File: config.mk
export PLATFORM = sky130hd
export DESIGN_NAME = rgb_ycbcr_color_converter_top
export DESIGN_NICKNAME = d
export VERILOG_FILES = /design/src/design/rycc_pkg.sv /design/src/design/rycc_mult_stage.sv /design/src/design/rycc_sum_stage.sv /design/src/design/rycc_chroma_mult.sv /design/src/design/rycc_out_stage.sv /design/src/design/rgb_ycbcr_color_converter_top.sv
export SDC_FILE = /design/constraint.sdc
export NUM_CORES = 1
export LEC_CHECK = 0
export BUFFER_PORTS_ARGS = -buffer_cell sky130_fd_sc_hd__buf_2
export CAP_MARGIN = 10
export CELL_PAD_IN_SITES_DETAIL_PLACEMENT = 0
export CELL_PAD_IN_SITES_GLOBAL_PLACEMENT = 1
export CORE_MARGIN = 2
export CORE_UTILIZATION = 31
export DETAILED_ROUTE_END_ITERATION = 12
export GPL_TIMING_DRIVEN = 0
export PLACE_DENSITY_LB_ADDON = 0.1
export SLEW_MARGIN = 10
export SYNTH_ARGS = -nofsm -noshare
export SYNTH_HDL_FRONTEND = slang
export SYNTH_SLANG_ARGS = --single-unit
export TNS_END_PERCENT = 1
File: constraint.sdc
create_clock -name clk -period 6.3 [get_ports clk]
set_input_delay 1.26 -clock clk [delete_from_list [all_inputs] [get_ports clk]]
set_output_delay 1.26 -clock clk [all_outputs]
set_load 0.01 [all_outputs]
File: src/design/rycc_pkg.sv
// Shared types, fixed-point coefficients and helper functions for the BT.601 color converter.
// Used by every stage module and by the top level; depends on nothing else.
package rycc_pkg;

  // Fraction bits of every fixed-point coefficient and intermediate sum.
  localparam int FRAC_BITS = 16;

  // Coefficients are below 2.0, so one integer bit plus sign suffices.
  localparam int COEF_W = FRAC_BITS + 2;
  // Signed 9-bit operand (sample, or sample minus 128, or sample minus luma).
  localparam int OPND_W = 9;
  localparam int PROD_W = COEF_W + OPND_W;
  localparam int SUM_W  = PROD_W + 2;

  typedef logic        [7:0]        sample_t;
  typedef logic signed [COEF_W-1:0] coef_t;
  typedef logic signed [OPND_W-1:0] opnd_t;
  typedef logic signed [PROD_W-1:0] prod_t;
  typedef logic signed [SUM_W-1:0]  sum_t;

  // round(c * 2^FRAC_BITS), halves up
  localparam coef_t K_Y_R   = coef_t'(((longint'(299)  << FRAC_BITS) + 500)  / 1000);
  localparam coef_t K_Y_G   = coef_t'(((longint'(587)  << FRAC_BITS) + 500)  / 1000);
  localparam coef_t K_Y_B   = coef_t'(((longint'(114)  << FRAC_BITS) + 500)  / 1000);
  localparam coef_t K_CB    = coef_t'(((longint'(5643) << FRAC_BITS) + 5000) / 10000);
  localparam coef_t K_CR    = coef_t'(((longint'(7132) << FRAC_BITS) + 5000) / 10000);
  localparam coef_t K_B_CB  = coef_t'(((longint'(1772) << FRAC_BITS) + 500)  / 1000);
  localparam coef_t K_G_CR  = coef_t'(((longint'(714)  << FRAC_BITS) + 500)  / 1000);
  localparam coef_t K_G_CB  = coef_t'(((longint'(344)  << FRAC_BITS) + 500)  / 1000);
  localparam coef_t K_R_CR  = coef_t'(((longint'(1402) << FRAC_BITS) + 500)  / 1000);

  localparam opnd_t CHROMA_MID = opnd_t'(128);
  localparam sum_t  CHROMA_OFS = sum_t'(longint'(128) << FRAC_BITS);

  localparam logic DIR_FWD = 1'b0;
  localparam logic DIR_INV = 1'b1;

  typedef struct packed {
    sample_t sample_a;
    sample_t sample_b;
    sample_t sample_c;
  } pixel_t;

  typedef struct packed {
    sample_t result_a;
    sample_t result_b;
    sample_t result_c;
  } result_t;

  // Stage 1 -> stage 2: products of the first multiply bank
  typedef struct packed {
    logic    dir;
    sample_t a;
    sample_t c;
    prod_t   m0;
    prod_t   m1;
    prod_t   m2;
    prod_t   m3;
  } s1_t;

  // Stage 2 -> stage 3: luma (forward) or finished pixel (inverse)
  typedef struct packed {
    logic    dir;
    sample_t a;
    sample_t c;
    result_t res;
  } s2_t;

  // Stage 3 -> stage 4: chroma products (forward)
  typedef struct packed {
    logic    dir;
    prod_t   p_cb;
    prod_t   p_cr;
    result_t res;
  } s3_t;

  function automatic opnd_t zext(input sample_t s);
    return opnd_t'({1'b0, s});
  endfunction

  function automatic prod_t mul(input coef_t k, input opnd_t x);
    return prod_t'(prod_t'(k) * prod_t'(x));
  endfunction

  function automatic sum_t luma_term(input sample_t s);
    return sum_t'({1'b0, s}) << FRAC_BITS;
  endfunction

  // floor(v / 2^FRAC_BITS) clamped to 0..255
  function automatic sample_t floor_clamp(input sum_t v);
    sample_t r;
    if (v[SUM_W-1]) begin
      r = '0;
    end else if (|v[SUM_W-2:FRAC_BITS+8]) begin
      r = 8'hFF;
    end else begin
      r = v[FRAC_BITS+7:FRAC_BITS];
    end
    return r;
  endfunction

endpackage

File: src/design/rycc_mult_stage.sv
// First pipeline stage: operand select and the shared multiply bank.
// Depends on rycc_pkg.
module rycc_mult_stage (
  input  logic            clk,
  input  logic            rst,
  input  logic            dir,
  input  logic            in_valid,
  input  rycc_pkg::pixel_t in_pix,
  output logic            out_valid,
  output rycc_pkg::s1_t   out_s1
);
  import rycc_pkg::*;

  opnd_t op_a;
  opnd_t op_b;
  opnd_t op_c;
  opnd_t cb;
  opnd_t cr;
  s1_t   s1_next;

  assign op_a = zext(in_pix.sample_a);
  assign op_b = zext(in_pix.sample_b);
  assign op_c = zext(in_pix.sample_c);
  assign cb   = op_b - CHROMA_MID;
  assign cr   = op_c - CHROMA_MID;

  always_comb begin
    s1_next.dir = dir;
    s1_next.a   = in_pix.sample_a;
    s1_next.c   = in_pix.sample_c;
    if (dir == DIR_FWD) begin
      s1_next.m0 = mul(K_Y_R, op_c);
      s1_next.m1 = mul(K_Y_G, op_b);
      s1_next.m2 = mul(K_Y_B, op_a);
      s1_next.m3 = '0;
    end else begin
      s1_next.m0 = mul(K_B_CB, cb);
      s1_next.m1 = mul(K_G_CR, cr);
      s1_next.m2 = mul(K_G_CB, cb);
      s1_next.m3 = mul(K_R_CR, cr);
    end
  end

  always_ff @(posedge clk) begin
    if (rst) begin
      out_valid <= 1'b0;
    end else begin
      out_valid <= in_valid;
    end
  end

  always_ff @(posedge clk) begin
    out_s1 <= s1_next;
  end

endmodule

File: src/design/rycc_sum_stage.sv
// Second pipeline stage: sum products, floor and clamp luma or the inverse pixel.
// Depends on rycc_pkg.
module rycc_sum_stage (
  input  logic          clk,
  input  logic          rst,
  input  logic          in_valid,
  input  rycc_pkg::s1_t in_s1,
  output logic          out_valid,
  output rycc_pkg::s2_t out_s2
);
  import rycc_pkg::*;

  sum_t y_lin;
  s2_t  s2_next;

  assign y_lin = luma_term(in_s1.a);

  always_comb begin
    s2_next.dir = in_s1.dir;
    s2_next.a   = in_s1.a;
    s2_next.c   = in_s1.c;
    if (in_s1.dir == DIR_FWD) begin
      s2_next.res.result_a = floor_clamp(sum_t'(in_s1.m0) + sum_t'(in_s1.m1)
                                         + sum_t'(in_s1.m2));
      s2_next.res.result_b = '0;
      s2_next.res.result_c = '0;
    end else begin
      s2_next.res.result_a = floor_clamp(y_lin + sum_t'(in_s1.m0));
      s2_next.res.result_b = floor_clamp(y_lin - sum_t'(in_s1.m1) - sum_t'(in_s1.m2));
      s2_next.res.result_c = floor_clamp(y_lin + sum_t'(in_s1.m3));
    end
  end

  always_ff @(posedge clk) begin
    if (rst) begin
      out_valid <= 1'b0;
    end else begin
      out_valid <= in_valid;
    end
  end

  always_ff @(posedge clk) begin
    out_s2 <= s2_next;
  end

endmodule

File: src/design/rycc_chroma_mult.sv
// Third pipeline stage: scale blue and red differences from luma for Cb and Cr.
// Depends on rycc_pkg.
module rycc_chroma_mult (
  input  logic          clk,
  input  logic          rst,
  input  logic          in_valid,
  input  rycc_pkg::s2_t in_s2,
  output logic          out_valid,
  output rycc_pkg::s3_t out_s3
);
  import rycc_pkg::*;

  opnd_t d_b;
  opnd_t d_r;
  s3_t   s3_next;

  assign d_b = zext(in_s2.a) - zext(in_s2.res.result_a);
  assign d_r = zext(in_s2.c) - zext(in_s2.res.result_a);

  always_comb begin
    s3_next.dir  = in_s2.dir;
    s3_next.res  = in_s2.res;
    s3_next.p_cb = mul(K_CB, d_b);
    s3_next.p_cr = mul(K_CR, d_r);
  end

  always_ff @(posedge clk) begin
    if (rst) begin
      out_valid <= 1'b0;
    end else begin
      out_valid <= in_valid;
    end
  end

  always_ff @(posedge clk) begin
    out_s3 <= s3_next;
  end

endmodule

File: src/design/rycc_out_stage.sv
// Fourth pipeline stage: offset and clamp chroma, select the result beat, drive the strobe.
// Depends on rycc_pkg.
module rycc_out_stage (
  input  logic              clk,
  input  logic              rst,
  input  logic              in_valid,
  input  rycc_pkg::s3_t     in_s3,
  output logic              out_valid,
  output rycc_pkg::result_t out_res
);
  import rycc_pkg::*;

  result_t res_next;

  always_comb begin
    res_next = in_s3.res;
    if (in_s3.dir == DIR_FWD) begin
      res_next.result_b = floor_clamp(sum_t'(in_s3.p_cb) + CHROMA_OFS);
      res_next.result_c = floor_clamp(sum_t'(in_s3.p_cr) + CHROMA_OFS);
    end
  end

  always_ff @(posedge clk) begin
    if (rst) begin
      out_valid <= 1'b0;
    end else begin
      out_valid <= in_valid;
    end
  end

  always_ff @(posedge clk) begin
    out_res <= res_next;
  end

endmodule

File: src/design/rgb_ycbcr_color_converter_top.sv
// BT.601 color converter top level: direction register, four-stage pipeline, assertions.
// Depends on rycc_pkg, rycc_mult_stage, rycc_sum_stage, rycc_chroma_mult, rycc_out_stage.
//
// Converts one pixel of three 8-bit samples per beat, BGR to YCbCr when direction is 0 and
// YCbCr back to BGR when direction is 1. A pixel is taken on every clock edge where start is
// high and busy is low; busy is high only during reset, so the block sustains one pixel per
// clock. Each result appears on the result port once its pixel has passed every stage, with
// done high for a single cycle; the receiver cannot stall, so it must capture the beat
// while done is high. The pipeline stages, in order, are a multiply bank, a sum and clamp
// of luma (or of the whole inverse pixel), a multiply of the blue and red differences from
// luma, and a final offset and clamp for Cb and Cr. Coefficients are fixed point with
// FRAC_BITS fraction bits; every output is floored and clamped to 0..255. The direction
// register takes a write only while the pipeline is empty and no pixel is being offered
// (cfg_ready high); bit 0 of cfg_data is stored. Results already in flight keep the
// direction they entered with.
module rgb_ycbcr_color_converter_top (
  input  logic              clk,
  input  logic              rst,
  // pixel input
  input  logic              start,
  output logic              busy,
  input  rycc_pkg::pixel_t  pixel,
  // result output
  output logic              done,
  output rycc_pkg::result_t result,
  // direction register write
  input  logic              cfg_valid,
  output logic              cfg_ready,
  input  logic              cfg_data
);
  import rycc_pkg::*;

  logic    direction;
  logic    accept;
  logic    v1;
  logic    v2;
  logic    v3;
  s1_t     s1;
  s2_t     s2;
  s3_t     s3;

  // Busy only while reset holds the pipeline cleared.
  assign busy   = rst;
  assign accept = start && !busy;

  // Accept a direction write only with nothing in flight and nothing offered.
  assign cfg_ready = !rst && !start && !v1 && !v2 && !v3 && !done;

  always_ff @(posedge clk) begin
    if (rst) begin
      direction <= DIR_FWD;
    end else if (cfg_valid && cfg_ready) begin
      direction <= cfg_data;
    end
  end

  // Stage 1: multiply bank, operands chosen by direction
  rycc_mult_stage u_mult (
    .clk       (clk),
    .rst       (rst),
    .dir       (direction),
    .in_valid  (accept),
    .in_pix    (pixel),
    .out_valid (v1),
    .out_s1    (s1)
  );

  // Stage 2: luma, or the full inverse pixel
  rycc_sum_stage u_sum (
    .clk       (clk),
    .rst       (rst),
    .in_valid  (v1),
    .in_s1     (s1),
    .out_valid (v2),
    .out_s2    (s2)
  );

  // Stage 3: chroma difference products
  rycc_chroma_mult u_chroma (
    .clk       (clk),
    .rst       (rst),
    .in_valid  (v2),
    .in_s2     (s2),
    .out_valid (v3),
    .out_s3    (s3)
  );

  // Stage 4: chroma offset and clamp, result register
  rycc_out_stage u_out (
    .clk       (clk),
    .rst       (rst),
    .in_valid  (v3),
    .in_s3     (s3),
    .out_valid (done),
    .out_res   (result)
  );

  // Every accepted pixel leaves the pipeline as a result beat.
  a_latency: assert property (@(posedge clk) disable iff (rst)
    accept |-> ##4 done)
    else $error("accepted pixel did not produce a result beat after four cycles");

  // No result beat without a matching accepted pixel.
  a_no_spurious: assert property (@(posedge clk) disable iff (rst)
    done |-> $past(accept, 4))
    else $error("result beat without a matching accepted pixel");

  // A direction write never lands while a pixel is in flight.
  a_cfg_idle: assert property (@(posedge clk) disable iff (rst)
    (cfg_valid && cfg_ready) |-> (!v1 && !v2 && !v3 && !done && !accept))
    else $error("direction written while the pipeline holds a pixel");

  // Direction changes only through a completed write.
  a_dir_hold: assert property (@(posedge clk) disable iff (rst)
    !$past(cfg_valid && cfg_ready) && !$past(rst) |-> $stable(direction))
    else $error("direction changed without a write");

endmodule
* After elaboration in Yosys (flattened, before gate mapping)
Cells that the tools add are included.
Operators by class: muxes and demuxes 15, reductions and logical operators 21, $add $sub $neg 12, bitwise logic cells 1, $mul 9
Operators by type and width (count):
- $mux 108 | 1
- $mux 8 | 12
- $add 25x27->28 | 2
- $add 26x25->27 const B | 2
- $mul 17x9->26 const A | 2
- $mul 15x8->23 const A | 2
- $add 28x27->29 | 1
- $sub 28x27->29 | 1
- $add 27x27->28 | 1
- $sub 25x27->28 | 1
- $mul 18x9->27 const A | 1
- $mul 16x9->25 const A | 1
- $mul 15x9->24 const A | 1
- $mux 24 | 1
- $reduce_or 4->1 | 6
- $mul 12x9->21 const A | 1
- $mul 13x8->21 const A | 1
- $sub 8x8->9 | 2
- $sub 8x8->9 const B | 2
- $mux 16 | 1
- $logic_and 1x1->1 | 7
- $logic_not 1->1 | 6
- $reduce_or 2->1 | 2
- $not 1->1 | 1
Storage, ports and cells: output and inout port bits 27, flip-flop bits (word level) 269, bits of input ports 29, logic and storage cells 88

* Depth between registers and ports, before layout
depth after elaboration 7, mapped depth 27, depth with buffers taken out 27

* Cells and area by module
Synthesis repeated with hierarchy kept, for this count alone.
Unflattened totals: cell total of the unflattened synthesis 3208, area total of the unflattened synthesis 30033.8 um^2
By module, submodules not included:
- rycc_mult_stage | times used 1, area each 16752.3 um^2, cells an instance 1784
- rycc_chroma_mult | times used 1, area each 6754.0 um^2, cells an instance 655
- rycc_sum_stage | times used 1, area each 5401.4 um^2, cells an instance 638
- rycc_out_stage | times used 1, area each 1042.2 um^2, cells an instance 123
- rgb_ycbcr_color_converter_top | times used 1, area each 83.8 um^2, cells an instance 8

* Worst setup path before layout
Ideal clock, no wire load.
path kind register to register, from reg u_sum.out_s2[16] (netlist name), to reg, netlist name u_chroma.out_s3[76], path slack 18 ps, stages on the path, launching flop included 26, clock period less this slack 6282 ps, arrival time 6182 ps, required time 6200 ps, cell sequence dfxtp_1 -> ha_1 -> inv_1 -> fa_1 -> a21o_1 -> a21oi_1 -> o21bai_1 -> a21oi_1 -> o21bai_1 -> a21o_1 -> inv_1 -> fa_1 -> ha_1 -> inv_1 -> fa_1 -> inv_1 -> ha_1 -> ha_1 -> ha_1 -> or4_1 -> a2111oi_4 -> nor3_2 -> nor3_2 -> or3_4 -> nand3b_4 -> a2111oi_4
RTL lines:
- start, declared | line rycc_sum_stage.sv:9 | output rycc_pkg::s2_t out_s2
- start signal, assigned | line rycc_sum_stage.sv:43 | out_s2 <= s2_next;

==> impl_metrics.py <==
metrics = {
    "cells_and_area": {
        "instances_no_fill": 4055,
        "antenna_cells": 0,
        "nNetsFinal": 3834,
        "syn_to_final_growth_pct": 11.7,
        "drive_gt1_frac": 0.0715,
    },
    "worst_setup_path": {
        "r2r_slack_ns": 0.20,
        "critPathCaptureType": "flop",
        "path_cells": "buf_2, ha_1, inv_1, fa_1, fa_1, inv_1, fa_1, ha_1, ha_1, a21o_1, a21o_1, a21o_1, or3_1, a211oi_2, o31ai_1, xnor2_2, a211oi_4",
        "path_class": "in2reg",
        "start_kind": "input pin",
        "slowest_delay_ns": 0.56,
        "arrival_ns": 6.53,
        "crit_slowest_cell": "fa_1",
        "crit_fanout": 13,
        "crit_required_ns": 6.73,
    },
    "logic_synthesis": {
        "synth_enable_flop_cells": 0,
        "yosys_register_bits": 221,
        "yosysSeqAreaShare": 0.166,
        "ys_types": 74,
        "synthFlopType": "dfxtp_1",
        "postSynthAreaPerCell_sq_um": 9.55,
        "synth_cells": 2786,
        "synth_top_cell_area_share": 0.312,
        "syn_nets": 3730,
        "synth_largest_area_cell": "ha_1",
        "async_flop_share": 0,
        "synthTopCellsByArea": "ha_1 (31%), fa_1 (19%), dfxtp_1 (17%), inv_1 (7.6%), xnor2_1 (2.8%)",
        "synth_top_cells_by_count": "ha_1 (664), inv_1 (536), fa_1 (251)",
        "yosys_warnings": 0,
        "synth_most_common_cell": "ha_1",
        "synth_area_sq_um": 26600,
    },
    "clocking": {
        "clock-sinks": 221,
        "cts_hold_buffers": 0,
        "path_clk_slew_ns": 0.06,
        "htreeDepth": 1,
        "cts_tree": "built",
        "root_buffer": "clkbuf_16",
        "clockBufferDepth": 3,
        "cts_buffers": 27,
        "insertion_delay_ns": 0.56,
    },
    "floorplan": {
        "start_util": 0.313,
        "pin_count": 56,
        "die_h_um": 297,
        "rows": 107,
        "coreArea_sq_um": 85100,
        "die-area_sq_um": 88200,
        "dieWidth_um": 297,
    },
    "hold_path": {
        "min_path_type": "reg2reg",
    },
    "timing": {
        "rsz0062_at_grt": "true",
        "min_period_ns": 6.10,
        "finalHoldViolCount": 0,
        "holdWs_ns": 0.323,
        "finClkSkew_ns": 0.0117,
        "tightest_slew_ns": 0.937,
        "max_slew_margin": 0.376,
        "finalSetupViolations": 0,
        "fmax_mhz": 164,
        "fin_crit_sh": 0.968,
        "slew_violations": 0,
    },
    "grt": {
        "grt_start_max_net_pins": 18,
        "grt_pass1_wl_mm": 116,
        "grt_pass1_vias": 20100,
        "grt_overflow": 0,
        "antenna_found_initial": 6,
        "grt_use_total": 0.168,
    },
    "place": {
        "routabilityCongestion": 0.845,
        "port_buffers": 55,
        "hpwl_mm": 63.6,
        "dp_cells": 3985,
    },
    "route": {
        "drt_iter0_drc": 598,
        "drcViolationCount": 0,
        "routed_via_density": 4.63,
        "postRouteWirelength_mm": 73.5,
        "ant_nets": 0,
        "vias": 18800,
        "firstDrtPassIters": 5,
        "wire_per_inst_um": 18.1,
    },
    "status": {
        "outcome": "completed",
    },
    "flow_run": {
        "max_cap_violations": 0,
    },
}
==> state kept, by name, indices dropped and copies added (netlist names) <==
name	flops
direction	1
u_chroma.out_s3	45
u_chroma.out_valid	1
u_mult.out_s1	106
u_mult.out_valid	1
u_out.out_res	24
u_out.out_valid	1
u_sum.out_s2	41
u_sum.out_valid	1
==> area by class of cell <==
| cell class | instances | area [sq um] |
|---|---|---|
| clock buffer | 34 | 752 |
| tap | 1144 | 1430 |
| inverter | 537 | 2040 |
| multi-input combinational | 2007 | 20400 |
| buffer | 21 | 82.6 |
| timing repair buffer | 75 | 442 |
| sequential | 221 | 4430 |
| clock inverter | 16 | 170 |
| fill | 8836 | 55400 |
==> worst max-delay path: cells and delay by family <==
| kind | cells | cell delay, ns |
|---|---|---|
| simple gates | 1 | 0.35 |
| fa+ha+maj | 6 | 2.61 |
| compound gates | 6 | 1.42 |
| xor+xnor | 1 | 0.22 |
| buf+inv | 3 | 0.66 |
==> cell families (layout without fill, tap and decap cells) <==
kind of cell	Yosys count	after routing	share of synthesized area
adders and majority gates	915	915	0.501
buffers and inverters	558	683	0.0788
AOI/OAI and AO/OA	514	514	0.126
and+or+nand+nor	423	423	0.0762
DFF	221	221	0.166
xor gates and xnor gates	142	142	0.0470
muxes	13	13	0.00512
==> worst paths after layout <==
kind | startpoint | endpoint | depth (start not counted)
worst max register to register | u_sum.out_s2[16] | u_chroma.out_s3[75] | 25
worst min register to register | u_sum.out_s2[7] | u_chroma.out_s3[7] | 0
worst max-delay path | pixel[5] | u_mult.out_s1[77] | 17
worst min-delay path | u_sum.out_s2[7] | u_chroma.out_s3[7] | 0
==> layer usage <==
| layer | vias up | global-route usage | wire (um) | part of all wire |
|---|---|---|---|---|
| li1 | 9529 | - | - | - |
| met1 | 8970 | 0.221 | 34200 | 0.47 |
| met2 | 209 | 0.300 | 35900 | 0.49 |
| met3 | 76 | 0.0120 | 1410 | 0.019 |
| met4 | 0 | 0.0417 | 2000 | 0.027 |
| met5 | - | 0 | 0 | 0 |
==> cell usage in the layout, fill, tap and decap left out, drive strengths merged, types with 15 or more instances in the layout <==
| cell type | instances |
|---|---|
| o21a | 27 |
| and2 | 25 |
| a21o | 74 |
| a211oi | 19 |
| nor2 | 108 |
| clkbuf | 52 |
| xnor2 | 86 |
| buf | 78 |
| and3 | 15 |
| xor2 | 56 |
| nor3 | 35 |
| nand3 | 29 |
| inv | 534 |
| a21oi | 126 |
| ha | 664 |
| dfxtp | 221 |
| nand2 | 131 |
| fa | 251 |
| nor2b | 21 |
| o21ai | 133 |
| a31oi | 18 |
| o21bai | 26 |
==> timing repair <==
action,in CTS,in global routing
setup endpoints to repair,58,27
hold endpoints to repair,0,0
pin swaps,13,23
gates resized for setup,50,28
buffers inserted,14,6
gates cloned,0,0
==> through the flow <==
step	util	area, sq um	worst slack [ns]	setup TNS, ns
after floorplan	-	26600	0.0180	0
after global placement	0.333	28300	-2.07	-53.63
after detailed placement	0.333	28300	-2.01	-55.43
after CTS	0.347	29500	-0.0412	-0.0835
after global routing	0.349	29700	-0.161	-1.04
final	0.349	29700	0.199	0
Power is left out: the tool's default activity adds up to more than one toggle a clock period on the data nets, which glitch-free logic cannot reach.
